--- src/crfp_pkg.sv ---
package crfp_pkg;

	localparam logic [5:0] FN = 6'h20;
	localparam logic [5:0] FV = 6'h10;
	localparam logic [5:0] FD = 6'h08;
	localparam logic [5:0] FI = 6'h04;
	localparam logic [5:0] FZ = 6'h02;
	localparam logic [5:0] FC = 6'h01;

	typedef enum logic [5:0] {
		K_NO, K_BRK, K_ORA, K_AND, K_EOR, K_ADC, K_SBC, K_CMP, K_CPX, K_CPY,
		K_LDA, K_LDX, K_LDY, K_STA, K_STX, K_STY, K_ASL, K_ASLA, K_LSR, K_LSRA,
		K_ROL, K_ROLA, K_ROR, K_RORA, K_INC, K_INCA, K_DEC, K_DECA, K_INX, K_INY,
		K_DEX, K_DEY, K_BIT, K_BITI, K_TSB, K_BR, K_CLC, K_SEC, K_CLD, K_SED,
		K_CLI, K_SEI, K_CLV, K_PHA, K_PHP, K_PHX, K_PHY, K_PLA, K_PLP, K_PLX,
		K_PLY, K_JSR, K_RTS, K_RTI, K_TAX, K_TAY, K_TXA, K_TYA, K_TSX, K_TXS
	} op_kind_t;

	// Classified item passed from the front end to the execution unit.
	typedef struct packed {
		op_kind_t   kind;
		logic [7:0] opcode;
		logic [7:0] data;
		logic       taken;
	} item_t;

	// Result record, same order as the output stream fields.
	typedef struct packed {
		logic       mismatch;
		logic [5:0] status_known;
		logic [5:0] status_bits;
		logic       stack_valid;
		logic [7:0] stack_value;
		logic       yreg_valid;
		logic [7:0] yreg_value;
		logic       xreg_valid;
		logic [7:0] xreg_value;
		logic       acc_valid;
		logic [7:0] acc_value;
	} result_t;

	function automatic op_kind_t decode_op(input logic [7:0] op);
		op_kind_t k;
		k = K_NO;
		case (op)
			8'h00: k = K_BRK;
			8'h01, 8'h05, 8'h09, 8'h0D, 8'h11, 8'h12, 8'h15, 8'h19, 8'h1D: k = K_ORA;
			8'h21, 8'h25, 8'h29, 8'h2D, 8'h31, 8'h32, 8'h35, 8'h39, 8'h3D: k = K_AND;
			8'h41, 8'h45, 8'h49, 8'h4D, 8'h51, 8'h52, 8'h55, 8'h59, 8'h5D: k = K_EOR;
			8'h61, 8'h65, 8'h69, 8'h6D, 8'h71, 8'h72, 8'h75, 8'h79, 8'h7D: k = K_ADC;
			8'hE1, 8'hE5, 8'hE9, 8'hED, 8'hF1, 8'hF2, 8'hF5, 8'hF9, 8'hFD: k = K_SBC;
			8'hC1, 8'hC5, 8'hC9, 8'hCD, 8'hD1, 8'hD2, 8'hD5, 8'hD9, 8'hDD: k = K_CMP;
			8'hA1, 8'hA5, 8'hA9, 8'hAD, 8'hB1, 8'hB2, 8'hB5, 8'hB9, 8'hBD: k = K_LDA;
			8'h81, 8'h85, 8'h8D, 8'h91, 8'h92, 8'h95, 8'h99, 8'h9D: k = K_STA;
			8'hE0, 8'hE4, 8'hEC: k = K_CPX;
			8'hC0, 8'hC4, 8'hCC: k = K_CPY;
			8'hA2, 8'hA6, 8'hAE, 8'hB6, 8'hBE: k = K_LDX;
			8'hA0, 8'hA4, 8'hAC, 8'hB4, 8'hBC: k = K_LDY;
			8'h86, 8'h8E, 8'h96: k = K_STX;
			8'h84, 8'h8C, 8'h94: k = K_STY;
			8'h06, 8'h0E, 8'h16, 8'h1E: k = K_ASL;
			8'h0A: k = K_ASLA;
			8'h46, 8'h4E, 8'h56, 8'h5E: k = K_LSR;
			8'h4A: k = K_LSRA;
			8'h26, 8'h2E, 8'h36, 8'h3E: k = K_ROL;
			8'h2A: k = K_ROLA;
			8'h66, 8'h6E, 8'h76, 8'h7E: k = K_ROR;
			8'h6A: k = K_RORA;
			8'hE6, 8'hEE, 8'hF6, 8'hFE: k = K_INC;
			8'h1A: k = K_INCA;
			8'hC6, 8'hCE, 8'hD6, 8'hDE: k = K_DEC;
			8'h3A: k = K_DECA;
			8'hE8: k = K_INX;
			8'hC8: k = K_INY;
			8'hCA: k = K_DEX;
			8'h88: k = K_DEY;
			8'h24, 8'h2C, 8'h34, 8'h3C: k = K_BIT;
			8'h89: k = K_BITI;
			8'h04, 8'h0C, 8'h14, 8'h1C: k = K_TSB;
			8'h10, 8'h30, 8'h50, 8'h70, 8'h90, 8'hB0, 8'hD0, 8'hF0: k = K_BR;
			8'h18: k = K_CLC;
			8'h38: k = K_SEC;
			8'hD8: k = K_CLD;
			8'hF8: k = K_SED;
			8'h58: k = K_CLI;
			8'h78: k = K_SEI;
			8'hB8: k = K_CLV;
			8'h48: k = K_PHA;
			8'h08: k = K_PHP;
			8'hDA: k = K_PHX;
			8'h5A: k = K_PHY;
			8'h68: k = K_PLA;
			8'h28: k = K_PLP;
			8'hFA: k = K_PLX;
			8'h7A: k = K_PLY;
			8'h20: k = K_JSR;
			8'h60: k = K_RTS;
			8'h40: k = K_RTI;
			8'hAA: k = K_TAX;
			8'hA8: k = K_TAY;
			8'h8A: k = K_TXA;
			8'h98: k = K_TYA;
			8'hBA: k = K_TSX;
			8'h9A: k = K_TXS;
			default: k = K_NO;
		endcase
		return k;
	endfunction

endpackage

--- src/cpu_register_flag_predictor.sv ---
// Register and flag predictor for a 6502-family trace. Each input transaction is one
// executed instruction or interrupt entry; each produces exactly one result transaction
// giving the predicted A, X, Y, stack pointer and flags after it, plus a mismatch mark.
// One item per cycle is sustained while m_tready holds no result back: a decode register
// feeds a two-entry queue, and the execution unit updates the whole state at once into an
// output register. A result passes through the decode register, the queue entry and the
// output register before it is presented.
module cpu_register_flag_predictor (
	input  logic        clk,
	input  logic        arst_n,
	input  logic        s_tvalid,
	output logic        s_tready,
	// kind
	input  logic        s_tuser,
	// opcode[7:0], operand_byte[7:0], taken, zero fill to 24 bits
	input  logic [23:0] s_tdata,
	output logic        m_tvalid,
	input  logic        m_tready,
	// acc_value, acc_valid, xreg_value, xreg_valid, yreg_value, yreg_valid,
	// stack_value, stack_valid, status_bits, status_known, mismatch, zero fill
	output logic [55:0] m_tdata
);

	logic            dec_valid, dec_ready, q_valid, q_ready;
	crfp_pkg::item_t dec_item, q_item;
	crfp_pkg::result_t res;

	crfp_front u_front (
		.clk(clk), .arst_n(arst_n),
		.in_valid(s_tvalid), .in_ready(s_tready),
		.kind(s_tuser), .opcode(s_tdata[7:0]), .data(s_tdata[15:8]),
		.taken(s_tdata[16]),
		.dec_valid(dec_valid), .dec_ready(dec_ready), .dec_item(dec_item)
	);

	crfp_queue u_queue (
		.clk(clk), .arst_n(arst_n),
		.wr_valid(dec_valid), .wr_ready(dec_ready), .wr_item(dec_item),
		.rd_valid(q_valid), .rd_ready(q_ready), .rd_item(q_item)
	);

	crfp_exec u_exec (
		.clk(clk), .arst_n(arst_n),
		.ex_valid(q_valid), .ex_ready(q_ready), .ex_item(q_item),
		.res_valid(m_tvalid), .res_ready(m_tready), .res(res)
	);

	assign m_tdata = {7'd0, res};

endmodule

--- src/crfp_front.sv ---
// Front end: takes bus-trace transactions and decodes them into item records.
module crfp_front (
	input  logic                 clk,
	input  logic                 arst_n,
	input  logic                 in_valid,
	output logic                 in_ready,
	input  logic                 kind,
	input  logic [7:0]           opcode,
	input  logic [7:0]           data,
	input  logic                 taken,
	output logic                 dec_valid,
	input  logic                 dec_ready,
	output crfp_pkg::item_t      dec_item
);

	crfp_pkg::item_t item_s1;
	logic            valid_s1;

	assign in_ready  = !valid_s1 || dec_ready;
	assign dec_valid = valid_s1;
	assign dec_item  = item_s1;

	// Decode stage register.
	always_ff @(posedge clk or negedge arst_n) begin
		if (!arst_n) begin
			valid_s1 <= 1'b0;
		end else if (in_ready) begin
			valid_s1 <= in_valid;
		end
	end

	always_ff @(posedge clk) begin
		if (in_ready && in_valid) begin
			item_s1.kind   <= kind ? crfp_pkg::K_BRK : crfp_pkg::decode_op(opcode);
			item_s1.opcode <= opcode;
			item_s1.data   <= data;
			item_s1.taken  <= taken;
		end
	end

endmodule

--- src/crfp_queue.sv ---
// Two-entry queue between the decoder and the execution unit.
module crfp_queue (
	input  logic            clk,
	input  logic            arst_n,
	input  logic            wr_valid,
	output logic            wr_ready,
	input  crfp_pkg::item_t wr_item,
	output logic            rd_valid,
	input  logic            rd_ready,
	output crfp_pkg::item_t rd_item
);

	crfp_pkg::item_t mem_q [2];
	logic            wptr_q;
	logic            rptr_q;
	logic [1:0]      count_q;
	logic            push;
	logic            pop;

	assign wr_ready = count_q != 2'd2;
	assign rd_valid = count_q != 2'd0;
	assign rd_item  = mem_q[rptr_q];
	assign push     = wr_valid && wr_ready;
	assign pop      = rd_valid && rd_ready;

	// Pointer and fill count.
	always_ff @(posedge clk or negedge arst_n) begin
		if (!arst_n) begin
			wptr_q  <= 1'b0;
			rptr_q  <= 1'b0;
			count_q <= 2'd0;
		end else begin
			if (push) wptr_q <= !wptr_q;
			if (pop) rptr_q <= !rptr_q;
			count_q <= count_q + {1'b0, push} - {1'b0, pop};
		end
	end

	always_ff @(posedge clk) begin
		if (push) begin
			mem_q[wptr_q] <= wr_item;
		end
	end

endmodule

--- src/crfp_exec.sv ---
// Execution unit: updates the register and flag predictions, one item per cycle while the output is not stalled.
module crfp_exec (
	input  logic              clk,
	input  logic              arst_n,
	input  logic              ex_valid,
	output logic              ex_ready,
	input  crfp_pkg::item_t   ex_item,
	output logic              res_valid,
	input  logic              res_ready,
	output crfp_pkg::result_t res
);

	logic [7:0] a_q, x_q, y_q, sp_q;
	logic       a_ok_q, x_ok_q, y_ok_q, sp_ok_q;
	logic [5:0] f_q, fk_q;
	logic       res_valid_q;
	crfp_pkg::result_t res_q;

	logic [7:0] a_n, x_n, y_n, sp_n;
	logic       a_ok_n, x_ok_n, y_ok_n, sp_ok_n;
	logic [5:0] f_n, fk_n;
	logic       miss;
	logic       fire;

	assign ex_ready  = !res_valid_q || res_ready;
	assign fire      = ex_valid && ex_ready;
	assign res_valid = res_valid_q;
	assign res       = res_q;

	// Next-state logic for one item.
	always_comb begin
		logic [7:0] b;
		logic [8:0] s;
		logic [8:0] t;
		logic [7:0] bb;
		logic [5:0] st;
		logic [5:0] m;
		logic       want;
		logic       cin;
		b = ex_item.data;
		s = '0;
		t = '0;
		bb = '0;
		m = '0;
		want = 1'b0;
		cin = f_q[0];
		st = {b[7:6], b[3:0]};
		a_n = a_q; x_n = x_q; y_n = y_q; sp_n = sp_q;
		a_ok_n = a_ok_q; x_ok_n = x_ok_q; y_ok_n = y_ok_q; sp_ok_n = sp_ok_q;
		f_n = f_q; fk_n = fk_q;
		miss = 1'b0;
		case (ex_item.kind)
			crfp_pkg::K_BRK: begin
				if (sp_ok_q) sp_n = sp_q - 8'd3;
				miss = |((st ^ f_q) & fk_q);
				f_n = (st | crfp_pkg::FI) & ~crfp_pkg::FD;
				fk_n = 6'h3F;
			end
			crfp_pkg::K_ORA, crfp_pkg::K_AND, crfp_pkg::K_EOR: begin
				if (a_ok_q) begin
					if (ex_item.kind == crfp_pkg::K_ORA) a_n = a_q | b;
					else if (ex_item.kind == crfp_pkg::K_AND) a_n = a_q & b;
					else a_n = a_q ^ b;
					f_n[5] = a_n[7]; f_n[1] = a_n == 8'd0; fk_n = fk_q | 6'h22;
				end else fk_n = fk_q & ~6'h22;
			end
			crfp_pkg::K_ADC, crfp_pkg::K_SBC: begin
				bb = (ex_item.kind == crfp_pkg::K_SBC) ? ~b : b;
				if (a_ok_q && fk_q[0]) begin
					s = {1'b0, a_q} + {1'b0, bb} + {8'd0, cin};
					a_n = s[7:0];
					f_n[0] = s[8];
					f_n[4] = ~(a_q[7] ^ bb[7]) & (a_q[7] ^ s[7]);
					f_n[5] = s[7]; f_n[1] = s[7:0] == 8'd0;
					fk_n = fk_q | 6'h33;
				end else begin
					a_ok_n = 1'b0;
					fk_n = fk_q & ~6'h33;
				end
			end
			crfp_pkg::K_CMP, crfp_pkg::K_CPX, crfp_pkg::K_CPY: begin
				if (ex_item.kind == crfp_pkg::K_CMP) begin bb = a_q; want = a_ok_q; end
				else if (ex_item.kind == crfp_pkg::K_CPX) begin bb = x_q; want = x_ok_q; end
				else begin bb = y_q; want = y_ok_q; end
				if (want) begin
					s = {1'b0, bb} - {1'b0, b};
					f_n[0] = !s[8]; f_n[5] = s[7]; f_n[1] = s[7:0] == 8'd0;
					fk_n = fk_q | 6'h23;
				end else fk_n = fk_q & ~6'h23;
			end
			crfp_pkg::K_LDA, crfp_pkg::K_PLA, crfp_pkg::K_LDX, crfp_pkg::K_PLX,
			crfp_pkg::K_LDY, crfp_pkg::K_PLY: begin
				if (ex_item.kind == crfp_pkg::K_LDA || ex_item.kind == crfp_pkg::K_PLA) begin
					a_n = b; a_ok_n = 1'b1;
				end else if (ex_item.kind == crfp_pkg::K_LDX || ex_item.kind == crfp_pkg::K_PLX) begin
					x_n = b; x_ok_n = 1'b1;
				end else begin
					y_n = b; y_ok_n = 1'b1;
				end
				f_n[5] = b[7]; f_n[1] = b == 8'd0; fk_n = fk_q | 6'h22;
				if (sp_ok_q && (ex_item.kind == crfp_pkg::K_PLA || ex_item.kind == crfp_pkg::K_PLX
						|| ex_item.kind == crfp_pkg::K_PLY)) sp_n = sp_q + 8'd1;
			end
			crfp_pkg::K_STA, crfp_pkg::K_PHA: begin
				miss = a_ok_q && a_q != b; a_n = b; a_ok_n = 1'b1;
				if (sp_ok_q && ex_item.kind == crfp_pkg::K_PHA) sp_n = sp_q - 8'd1;
			end
			crfp_pkg::K_STX, crfp_pkg::K_PHX: begin
				miss = x_ok_q && x_q != b; x_n = b; x_ok_n = 1'b1;
				if (sp_ok_q && ex_item.kind == crfp_pkg::K_PHX) sp_n = sp_q - 8'd1;
			end
			crfp_pkg::K_STY, crfp_pkg::K_PHY: begin
				miss = y_ok_q && y_q != b; y_n = b; y_ok_n = 1'b1;
				if (sp_ok_q && ex_item.kind == crfp_pkg::K_PHY) sp_n = sp_q - 8'd1;
			end
			crfp_pkg::K_ASL, crfp_pkg::K_LSR, crfp_pkg::K_INC, crfp_pkg::K_DEC: begin
				if (ex_item.kind == crfp_pkg::K_ASL) begin
					bb = {b[6:0], 1'b0}; f_n[0] = b[7]; fk_n[0] = 1'b1;
				end else if (ex_item.kind == crfp_pkg::K_LSR) begin
					bb = {1'b0, b[7:1]}; f_n[0] = b[0]; fk_n[0] = 1'b1;
				end else if (ex_item.kind == crfp_pkg::K_INC) bb = b + 8'd1;
				else bb = b - 8'd1;
				f_n[5] = bb[7]; f_n[1] = bb == 8'd0; fk_n[5] = 1'b1; fk_n[1] = 1'b1;
			end
			crfp_pkg::K_ASLA, crfp_pkg::K_LSRA: begin
				if (a_ok_q) begin
					if (ex_item.kind == crfp_pkg::K_ASLA) begin
						a_n = {a_q[6:0], 1'b0}; f_n[0] = a_q[7];
					end else begin
						a_n = {1'b0, a_q[7:1]}; f_n[0] = a_q[0];
					end
					f_n[5] = a_n[7]; f_n[1] = a_n == 8'd0; fk_n = fk_q | 6'h23;
				end else fk_n = fk_q & ~6'h23;
			end
			crfp_pkg::K_ROL, crfp_pkg::K_ROR: begin
				if (fk_q[0]) begin
					if (ex_item.kind == crfp_pkg::K_ROL) begin
						t = {b, cin};
					end else begin
						t = {b[0], cin, b[7:1]};
					end
					f_n[0] = t[8]; f_n[5] = t[7]; f_n[1] = t[7:0] == 8'd0;
					fk_n = fk_q | 6'h23;
				end else fk_n = fk_q & ~6'h23;
			end
			crfp_pkg::K_ROLA, crfp_pkg::K_RORA: begin
				if (a_ok_q && fk_q[0]) begin
					if (ex_item.kind == crfp_pkg::K_ROLA) t = {a_q, cin};
					else t = {a_q[0], cin, a_q[7:1]};
					a_n = t[7:0];
					f_n[0] = t[8]; f_n[5] = t[7]; f_n[1] = t[7:0] == 8'd0;
					fk_n = fk_q | 6'h23;
				end else begin
					a_ok_n = 1'b0;
					fk_n = fk_q & ~6'h23;
				end
			end
			crfp_pkg::K_INCA, crfp_pkg::K_DECA: begin
				if (a_ok_q) begin
					a_n = (ex_item.kind == crfp_pkg::K_INCA) ? a_q + 8'd1 : a_q - 8'd1;
					f_n[5] = a_n[7]; f_n[1] = a_n == 8'd0; fk_n = fk_q | 6'h22;
				end else fk_n = fk_q & ~6'h22;
			end
			crfp_pkg::K_INX, crfp_pkg::K_DEX: begin
				if (x_ok_q) begin
					x_n = (ex_item.kind == crfp_pkg::K_INX) ? x_q + 8'd1 : x_q - 8'd1;
					f_n[5] = x_n[7]; f_n[1] = x_n == 8'd0; fk_n = fk_q | 6'h22;
				end else fk_n = fk_q & ~6'h22;
			end
			crfp_pkg::K_INY, crfp_pkg::K_DEY: begin
				if (y_ok_q) begin
					y_n = (ex_item.kind == crfp_pkg::K_INY) ? y_q + 8'd1 : y_q - 8'd1;
					f_n[5] = y_n[7]; f_n[1] = y_n == 8'd0; fk_n = fk_q | 6'h22;
				end else fk_n = fk_q & ~6'h22;
			end
			crfp_pkg::K_BIT, crfp_pkg::K_BITI, crfp_pkg::K_TSB: begin
				if (ex_item.kind == crfp_pkg::K_BIT) begin
					f_n[5] = b[7]; f_n[4] = b[6]; fk_n[5] = 1'b1; fk_n[4] = 1'b1;
				end
				f_n[1] = (a_q & b) == 8'd0;
				fk_n[1] = a_ok_q;
			end
			crfp_pkg::K_BR: begin
				case (ex_item.opcode[7:6])
					2'd0: m = crfp_pkg::FN;
					2'd1: m = crfp_pkg::FV;
					2'd2: m = crfp_pkg::FC;
					default: m = crfp_pkg::FZ;
				endcase
				want = ex_item.taken ? ex_item.opcode[5] : !ex_item.opcode[5];
				if (|(fk_q & m)) miss = (|(f_q & m)) != want;
				else begin
					f_n = want ? (f_q | m) : (f_q & ~m);
					fk_n = fk_q | m;
				end
			end
			crfp_pkg::K_CLC: begin f_n[0] = 1'b0; fk_n[0] = 1'b1; end
			crfp_pkg::K_SEC: begin f_n[0] = 1'b1; fk_n[0] = 1'b1; end
			crfp_pkg::K_CLD: begin f_n[3] = 1'b0; fk_n[3] = 1'b1; end
			crfp_pkg::K_SED: begin f_n[3] = 1'b1; fk_n[3] = 1'b1; end
			crfp_pkg::K_CLI: begin f_n[2] = 1'b0; fk_n[2] = 1'b1; end
			crfp_pkg::K_SEI: begin f_n[2] = 1'b1; fk_n[2] = 1'b1; end
			crfp_pkg::K_CLV: begin f_n[4] = 1'b0; fk_n[4] = 1'b1; end
			crfp_pkg::K_PHP: begin
				if (sp_ok_q) sp_n = sp_q - 8'd1;
				miss = |((st ^ f_q) & fk_q);
				f_n = st; fk_n = 6'h3F;
			end
			crfp_pkg::K_PLP: begin
				if (sp_ok_q) sp_n = sp_q + 8'd1;
				f_n = st; fk_n = 6'h3F;
			end
			crfp_pkg::K_RTI: begin
				if (sp_ok_q) sp_n = sp_q + 8'd3;
				f_n = st; fk_n = 6'h3F;
			end
			crfp_pkg::K_JSR: if (sp_ok_q) sp_n = sp_q - 8'd2;
			crfp_pkg::K_RTS: if (sp_ok_q) sp_n = sp_q + 8'd2;
			crfp_pkg::K_TAX, crfp_pkg::K_TAY, crfp_pkg::K_TXA, crfp_pkg::K_TYA,
			crfp_pkg::K_TSX: begin
				case (ex_item.kind)
					crfp_pkg::K_TAX, crfp_pkg::K_TAY: begin bb = a_q; want = a_ok_q; end
					crfp_pkg::K_TXA: begin bb = x_q; want = x_ok_q; end
					crfp_pkg::K_TYA: begin bb = y_q; want = y_ok_q; end
					default: begin bb = sp_q; want = sp_ok_q; end
				endcase
				if (want) begin
					case (ex_item.kind)
						crfp_pkg::K_TAX, crfp_pkg::K_TSX: begin x_n = bb; x_ok_n = 1'b1; end
						crfp_pkg::K_TAY: begin y_n = bb; y_ok_n = 1'b1; end
						default: begin a_n = bb; a_ok_n = 1'b1; end
					endcase
					f_n[5] = bb[7]; f_n[1] = bb == 8'd0; fk_n = fk_q | 6'h22;
				end else fk_n = fk_q & ~6'h22;
			end
			crfp_pkg::K_TXS: if (x_ok_q) begin sp_n = x_q; sp_ok_n = 1'b1; end
			default: ;
		endcase
	end

	// Architectural state and the output register.
	always_ff @(posedge clk or negedge arst_n) begin
		if (!arst_n) begin
			a_q <= '0; x_q <= '0; y_q <= '0; sp_q <= '0; f_q <= '0;
			a_ok_q <= 1'b0; x_ok_q <= 1'b0; y_ok_q <= 1'b0; sp_ok_q <= 1'b0; fk_q <= '0;
			res_valid_q <= 1'b0;
		end else begin
			if (ex_ready) res_valid_q <= ex_valid;
			if (fire) begin
				a_q <= a_n; x_q <= x_n; y_q <= y_n; sp_q <= sp_n; f_q <= f_n;
				a_ok_q <= a_ok_n; x_ok_q <= x_ok_n; y_ok_q <= y_ok_n; sp_ok_q <= sp_ok_n;
				fk_q <= fk_n;
			end
		end
	end

	always_ff @(posedge clk) begin
		if (fire) begin
			res_q.acc_value    <= a_ok_n ? a_n : 8'd0;
			res_q.acc_valid    <= a_ok_n;
			res_q.xreg_value   <= x_ok_n ? x_n : 8'd0;
			res_q.xreg_valid   <= x_ok_n;
			res_q.yreg_value   <= y_ok_n ? y_n : 8'd0;
			res_q.yreg_valid   <= y_ok_n;
			res_q.stack_value  <= sp_ok_n ? sp_n : 8'd0;
			res_q.stack_valid  <= sp_ok_n;
			res_q.status_bits  <= f_n & fk_n;
			res_q.status_known <= fk_n;
			res_q.mismatch     <= miss;
		end
	end

endmodule

--- config.mk ---
export PLATFORM = sky130hd
export DESIGN_NAME = cpu_register_flag_predictor
export DESIGN_NICKNAME = d
export VERILOG_FILES = /design/src/crfp_pkg.sv /design/src/cpu_register_flag_predictor.sv /design/src/crfp_front.sv /design/src/crfp_queue.sv /design/src/crfp_exec.sv
export SDC_FILE = /design/constraint.sdc
export NUM_CORES = 1
export LEC_CHECK = 0
export BUFFER_PORTS_ARGS = -buffer_cell sky130_fd_sc_hd__buf_4
export CAP_MARGIN = 10
export CORE_MARGIN = 4
export CORE_UTILIZATION = 35
export DETAILED_ROUTE_END_ITERATION = 16
export GPL_TIMING_DRIVEN = 0
export PLACE_DENSITY = 0.63
export SYNTH_ARGS = -nofsm -noshare
export SYNTH_HDL_FRONTEND = slang
export SYNTH_SLANG_ARGS = --single-unit
--- constraint.sdc ---
create_clock -name clk -period 5.2 [get_ports clk]
set_clock_uncertainty 0.05 [all_clocks]
set_input_delay 0.26 -clock clk [delete_from_list [all_inputs] [get_ports clk]]
set_output_delay 0.26 -clock clk [all_outputs]
set_load 0.05 [all_outputs]
# Word level (Yosys, flattened, before mapping)
# Memories as Yosys holds them, arrays and structs flattened. A register that Yosys moved wholly into a read port is not among the register bits.
# Index checks and enable logic that the tools add are counted.
[totals]
ff_bits = 120
ram_bits = 46
rom_bits = 1536
input_bits = 29
output_inout_bits = 58
elab_cells = 345
n_memories = 2
[op_classes]
add_sub_neg = 19
eq_ne = 66
muxes = 139
bitwise_logic = 17
n_reduce_logical = 73
[mem_list]
columns = ["memory", "words", "word_bits", "rd", "rd_ports_with_merged_regs", "wr", "line_no", "text"]
rows = [
  ["(name not given)", 256, 6, 1, 1, 0, "crfp_pkg.sv:45", "case (op)"],
  ["u_queue.mem_q", 2, 23, 1, 0, 1, "crfp_queue.sv:13", "crfp_pkg::item_t mem_q [2];"],
]
[ops]
columns = ["op", "n"]
rows = [
  ["two-way mux 8 bit", 48],
  ["equality test 6 bit, second input constant", 28],
  ["logical NOT 8 bit", 13],
  ["equality test 6 x 5 -> 1 bit, second input constant", 16],
  ["one-hot mux 8 bit (11 select lines)", 1],
  ["two-way mux 6 bit", 13],
  ["one-hot mux 8 bit (4 select lines)", 2],
  ["one-hot mux 8 bit (8 select lines)", 1],
  ["two-way mux 9 bit", 6],
  ["equality test 6 x 4 -> 1 bit, second input constant", 8],
  ["one-hot mux 1 bit (12 select lines)", 4],
  ["OR reduction 6 bit", 7],
  ["two-way mux 1 bit", 41],
  ["adder 8 x 1 -> 8 bit, second input constant", 5],
  ["subtractor 8 x 1 -> 8 bit, second input constant", 5],
  ["AND 6 bit", 5],
  ["OR reduction 2 bit", 15],
  ["equality test 6 x 3 -> 1 bit, second input constant", 4],
  ["inequality test 8 bit", 3],
  ["one-hot mux 8 bit (3 select lines)", 1],
  ["one-hot mux 1 bit (11 select lines)", 2],
  ["one-hot mux 6 bit (3 select lines)", 1],
  ["adder 8 x 2 -> 8 bit, second input constant", 2],
  ["two-way mux 2 bit", 8],
  ["other kinds (38)", 75],
]

# Logic depth before layout (Yosys ltp)
# An unclocked memory read counts as a cell.
[logic_depth]
word_depth = 10
ltp_mapped = 21
mapped_depth_nobuf = 16

# By module
# Synthesis repeated with hierarchy kept, for this count alone.
[unflattened]
hier_cells = 1912
area_unflattened_um2 = 16163.0
[modules_own_cells]
columns = ["module", "instances", "cells_per_inst", "area_each_um2", "seq_area_each_um2"]
rows = [
  ["crfp_exec", 1, 1567, 12082.8, 2697.6],
  ["crfp_front", 1, 243, 2134.5, 715.7],
  ["crfp_queue", 1, 94, 1889.3, 1481.4],
  ["cpu_register_flag_predictor", 1, 8, 56.3, 0.0],
]

# Worst setup path after synthesis
# No wires, ideal clock.
[synth_path]
path_type = "register -> register"
start = "reg u_queue.rptr_q"
end = "reg u_exec.res_q (netlist bit u_exec.res[37]) (data pin)"
setup_ns = 0.261
arrival_ns = 4.697
t_required_ns = 4.889
path_slack_ns = 0.192
path_stages_with_launch = 20
path_buffers = 3
synth_period_minus_slack_ns = 5.008
path_cell_list = "dfrtp_1 -> buf_6 -> or3b_1 -> clkbuf_1 -> and2_1 -> buf_2 -> nor3_1 -> xnor2_1 -> fa_1 -> inv_1 -> fa_1 -> a211o_1 -> o211ai_1 -> a21oi_1 -> a211oi_1 -> nor2_1 -> a41o_1 -> a2111o_1 -> nor3_1 -> nor2_1"
[synth_via]
elab_chain_len = 10
elab_cells_between_ends = 145
classes_between = "add/sub (5); eq/ne (45); mux (51); bitwise (10); reduce/logical (33); memory (1)"
[synth_rtl]
columns = ["item", "line_no", "text"]
rows = [
  ["start: declaration", "crfp_queue.sv:15", "logic rptr_q;"],
  ["start signal: assignment", "crfp_queue.sv:34", "if (pop) rptr_q <= !rptr_q;"],
  ["memory (2 x 23 bit) *", "n/a", ""],
  ["parallel branches: the longest is 8 deep, another holds adder 8 x 8 -> 9 bit", "n/a", ""],
  ["AND 6 bit *", "crfp_exec.sv:267", "res_q.status_bits <= f_n & fk_n;"],
  ["end: declaration", "crfp_exec.sv:17", "crfp_pkg::result_t res_q;"],
]
# Every way passes the cells marked *. The select of a mux whose other input is x is not followed.
# A chain may end at the register's enable or synchronous reset.

# Worst setup path in the final report
[layout_path]
start = "mem u_queue.mem_q[1][17] (netlist name)"
end = "reg u_exec.res_q (netlist bit u_exec.res[37]) (data pin)"
[layout_via]
elab_cells_between_ends = 121
classes_between = "add/sub (3); eq/ne (43); mux (45); bitwise (1); reduce/logical (28); memory (1)"
[layout_rtl]
columns = ["item", "line_no", "text"]
rows = [
  ["start: declaration", "crfp_queue.sv:13", ""],
  ["memory (2 x 23 bit) *", "n/a", ""],
  ["equality test 6 bit / equality test 6 x 4 -> 1 bit (equally long branches)", "crfp_exec.sv:52, crfp_exec.sv:221, crfp_exec.sv:83", ""],
  ["OR reduction 2 bit / two-way mux 1 bit (equally long branches)", "crfp_exec.sv:221, crfp_exec.sv:83", ""],
  ["one-hot mux 1 bit (3 select lines) / two-way mux 1 bit (equally long branches)", "crfp_exec.sv:221, crfp_exec.sv:82", ""],
  ["two-way mux 1 bit", "crfp_exec.sv:52", "case (ex_item.kind)"],
  ["two-way mux 6 bit (on tied branches)", "crfp_exec.sv:227, crfp_exec.sv:85", ""],
  ["one-hot mux 1 bit (12 select lines) *", "crfp_exec.sv:52", ""],
  ["named net u_exec.fk_n[1]", "crfp_exec.sv:21", "logic [5:0] f_n, fk_n;"],
  ["AND 6 bit *", "crfp_exec.sv:267", ""],
]
# The timed path passes the listed nets; every way through them passes the cells marked *. The select of a mux whose other input is x is not followed.

==> summary.txt <==
Clocking
  • CTS tree: done
  • CTS max path bufs: 2
  • Clk Latency, worst-skew pair: 0.50 ns
  • Htree depth: 4
  • Total clock sinks: 157
  • Num CTS Buffers: 17
  • Worst-path clk slew: 0.08 ns
  • Root buffer cell: clkbuf_16

Yosys
  • Register bit count reported by yosys: 157
  • Cells after Synth: 1824
  • Sequential fraction of the synthesis area: 29.8%
  • Number of synthesized flops with an enable pin: 103
  • Post-Syn Area per Cell: 8.17 um2
  • Ys async rst share: 34.4%
  • Total number of yosys warnings: 0
  • Ys flop type: edfxtp_1
  • Cell Area, Synth: 0.0149 mm2
  • Synth cell types: 99

Pwr
  • Cell internal pwr: 5.36 mW
  • Peak supply drop: 0.000442 V
  • Leak pwr: 6.39 nW
  • Sw Share: 57.2%
  • Comb power frac: 71.1%
  • Clock share of power: 10.3%
  • Register share of total power: 18.6%
  • PD cells: 726 mW/mm2
  • P_sw: 7.16 mW

Timing
  • Max Clock Freq: 197 MHz
  • Slew @ Worst Pin: 1.31 ns
  • Slew Viols, Final: 0
  • Relative slew slack: 12.1%
  • Min Tclk post-route: 5.08 ns
  • Final Hold Slack: 0.0580 ns
  • Final setup violating endpoints: 0
  • Final worst path period share: 97.7%
  • Final worst slack: 0.118 ns
  • Final Hold Fails: 0

Cells and area
  • Ant diodes: 0
  • Layout cells sized above 1: 11.7%
  • Filler instances: 4294
  • Final Util: 41.0%
  • Fin area: 0.0172 mm2
  • Area growth, synth to finish: 15.7%
  • Commonest cells after routing, fill and taps aside: 198 x nand2_1, 165 x nor2_1, 151 x a21oi_1
  • Nets: 2058
  • Commonest non-fill, non-tap cell in the layout: nand2_1

Place
  • Number of port buffers: 71
  • Placed inst area: 0.0162 mm2
  • Placed wire-length estimate: 53500 um
  • Post-placement setup slack: -0.938 ns
  • GPL Wtd Cong: 1.01

Setup path
  • CP max FO: 10
  • WP data required: 5.50 ns
  • Worst Path Arrival: 5.38 ns
  • Worst Setup Path Type: reg -> reg
  • Crit end category: flop
  • Worst reg2reg path startpoint: u_queue.mem_q[1][17]$_DFFE_PP_
  • Reg-to-Reg End: u_exec.res[37]$_DFFE_PP_
  • Worst R2R Setup Slack: 0.12 ns
  • Worst r2r path cells: 10
  • Setup crit start kind: flop

GRT
  • First-pass GRT wire length: 106000 um
  • Grt ovf: 0
  • Tot GR Track Use: 30.2%
  • Vias in the first global route: 15.7k
  • Antenna violations before repair: 1
  • Pin count of the biggest net entering global routing: 60

Floorplan
  • Die area: 0.0460 mm2
  • Initial Util: 35.5%
  • Core Region: 0.0420 mm2
  • Die Wd: 214 um
  • Rows: 75
  • Die Y: 214 um
  • IO Pins: 87

Worst hold path
  • Min-Delay Path Depth: 2
  • Worst min path class: in -> reg
  • WHS Endpoint: u_front.dec_item[18]$_SDFFCE_PP0P_
  • Critical hold path startpoint: s_tuser

Detailed routing
  • Drt pass-1 iters: 8
  • Routed via count: 16.5k
  • Average wire per standard cell: 28.8 um
  • Final WL: 72100 um
  • Via density: 6.60
  • Number of remaining DRC errors: 0
  • Initial DRC count: 2160
  • Post-route ant nets: 0

Flow run
  • Max-cap viol count: 0

Status
  • Status: finished clean
-- power by group through the flow --
stage          Clock [mW]  Combinational [mW]  Sequential [mW]
2_1_floorplan           0                4.88             2.84
3_3_place_gp            0                8.24             2.34
3_5_place_dp            0                8.34             2.34
4_1_cts              1.32                8.54             2.32
5_1_grt              1.36                9.34             2.38
6_report             1.29                8.90             2.33
-- state kept, by name (all words and copies together), names as in the netlist, 2 cells and up --
register / flops
u_exec.sp_q: 8
u_exec.a_q: 8
u_exec.fk_q: 6
u_exec.f_q: 6
u_front.dec_item: 18
u_queue.mem_q: 36
u_exec.x_q: 8
u_queue.count_q: 2
u_exec.res: 49
u_exec.y_q: 8
-- cell type report --
class	instances	area, um2	area share, %
multi-input cells	1500	9960	57.7
repair buffers	103	828	4.80
flip-flops and latches	157	4440	25.8
clock buffers	17	425	2.47
inverters	47	180	1.04
plain buffers	125	571	3.31
well taps	539	674	3.91
clock inverters	15	165	0.958
-- worst max path at each step --
stage | startpoint | endpoint | slack [ns] | depth (start not counted)
final | u_queue.mem_q[1][17]$_DFFE_PP_ | u_exec.res[37]$_DFFE_PP_ | 0.12 | 10
after global routing | u_queue.rptr_q$_DFFE_PN0P_ | u_exec.res[36]$_DFFE_PP_ | -0.002 | 20
after global placement | u_queue.rptr_q$_DFFE_PN0P_ | u_exec.f_q[1]$_DFFE_PN0P_ | -1.91 | 17
after floorplan | u_queue.rptr_q$_DFFE_PN0P_ | u_exec.res[37]$_DFFE_PP_ | 0.19 | 19
after CTS | u_queue.rptr_q$_DFFE_PN0P_ | u_exec.res[37]$_DFFE_PP_ | 0.004 | 17
after detailed placement | u_queue.rptr_q$_DFFE_PN0P_ | u_exec.res[37]$_DFFE_PP_ | -0.94 | 17
-- Yosys cell counts (10+ instances only) --
cell type | number | area share (%)
o21a_1 | 14 | 0.71
nand4_1 | 17 | 0.71
a22oi_1 | 30 | 1.5
dfrtp_1 | 54 | 9.1
nor2b_1 | 10 | 0.42
a32oi_1 | 13 | 0.76
a21oi_1 | 151 | 5.1
xor2_1 | 20 | 1.2
a31oi_1 | 23 | 0.97
nor4_1 | 17 | 0.71
xnor2_1 | 53 | 3.1
clkbuf_1 | 95 | 2.4
a2bb2oi_1 | 10 | 0.59
o21ai_0 | 135 | 4.5
mux2i_1 | 36 | 2.4
edfxtp_1 | 103 | 21
nor3_1 | 52 | 1.7
buf_1 | 10 | 0.25
a221oi_1 | 19 | 1.1
a211oi_1 | 31 | 1.6
or3_1 | 13 | 0.55
nor2_1 | 169 | 4.3
o22ai_1 | 31 | 1.3
nand3_1 | 44 | 1.5
o211ai_1 | 36 | 1.8
nand2_1 | 200 | 5.0
or2_2 | 11 | 0.46
mux2_2 | 15 | 1.1
nor3b_1 | 11 | 0.55
and3_1 | 12 | 0.50
inv_1 | 45 | 1.1
ha_1 | 72 | 6.0
nand3b_1 | 13 | 0.65
o221ai_1 | 17 | 1.0
a21o_1 | 16 | 0.81
a221o_1 | 11 | 0.74
and2_1 | 10 | 0.42
nand2b_1 | 19 | 0.80
-- stage by stage --
step	std cells	power (mW)	setup TNS [ns]
3_5_place_dp	2445	10.7	-4.55
6_report	2503	12.5	0
2_1_floorplan	1830	7.72	0
5_1_grt	2503	13.1	-0.00216
3_3_place_gp	2440	10.6	-18.22
4_1_cts	2498	12.2	0
-- cells by family after synthesis --
kind of cell	after synthesis	synth area share [%]
xor+xnor	74	4.44
simple gates	642	21.0
compound gates	644	29.0
flops	157	29.8
fa+ha+maj	78	6.85
buf+inv	173	4.85
other cells	1	0.0252
mux	55	4.04
-- critical path: stages, from the launching register on --
cell	delay [ns]
edfxtp_1	0.46
clkbuf_1	0.43
xor2_1	0.14
mux2i_1	0.96
o22a_1	0.42
nand2_1	0.49
nor4_1	1.02
nor2_1	0.14
a2bb2oi_1	0.50
o21ai_0	0.19
nor2_1	0.13
-- per-layer routing --
layer,routed length (um),global-route usage (%)
met1,29300,40.7
met2,31300,46.0
met3,7980,7.33
met4,3490,13.7
met5,34,0
-- repair_timing --
item,in CTS,in global routing
setup endpoints to repair,17,7
pin swaps,1,2
resized for setup,33,15
hold buffers,15,0
hold endpoints to repair,68,0
buffers inserted,7,2
No activity file was read; power rests on OpenSTA's default activity.
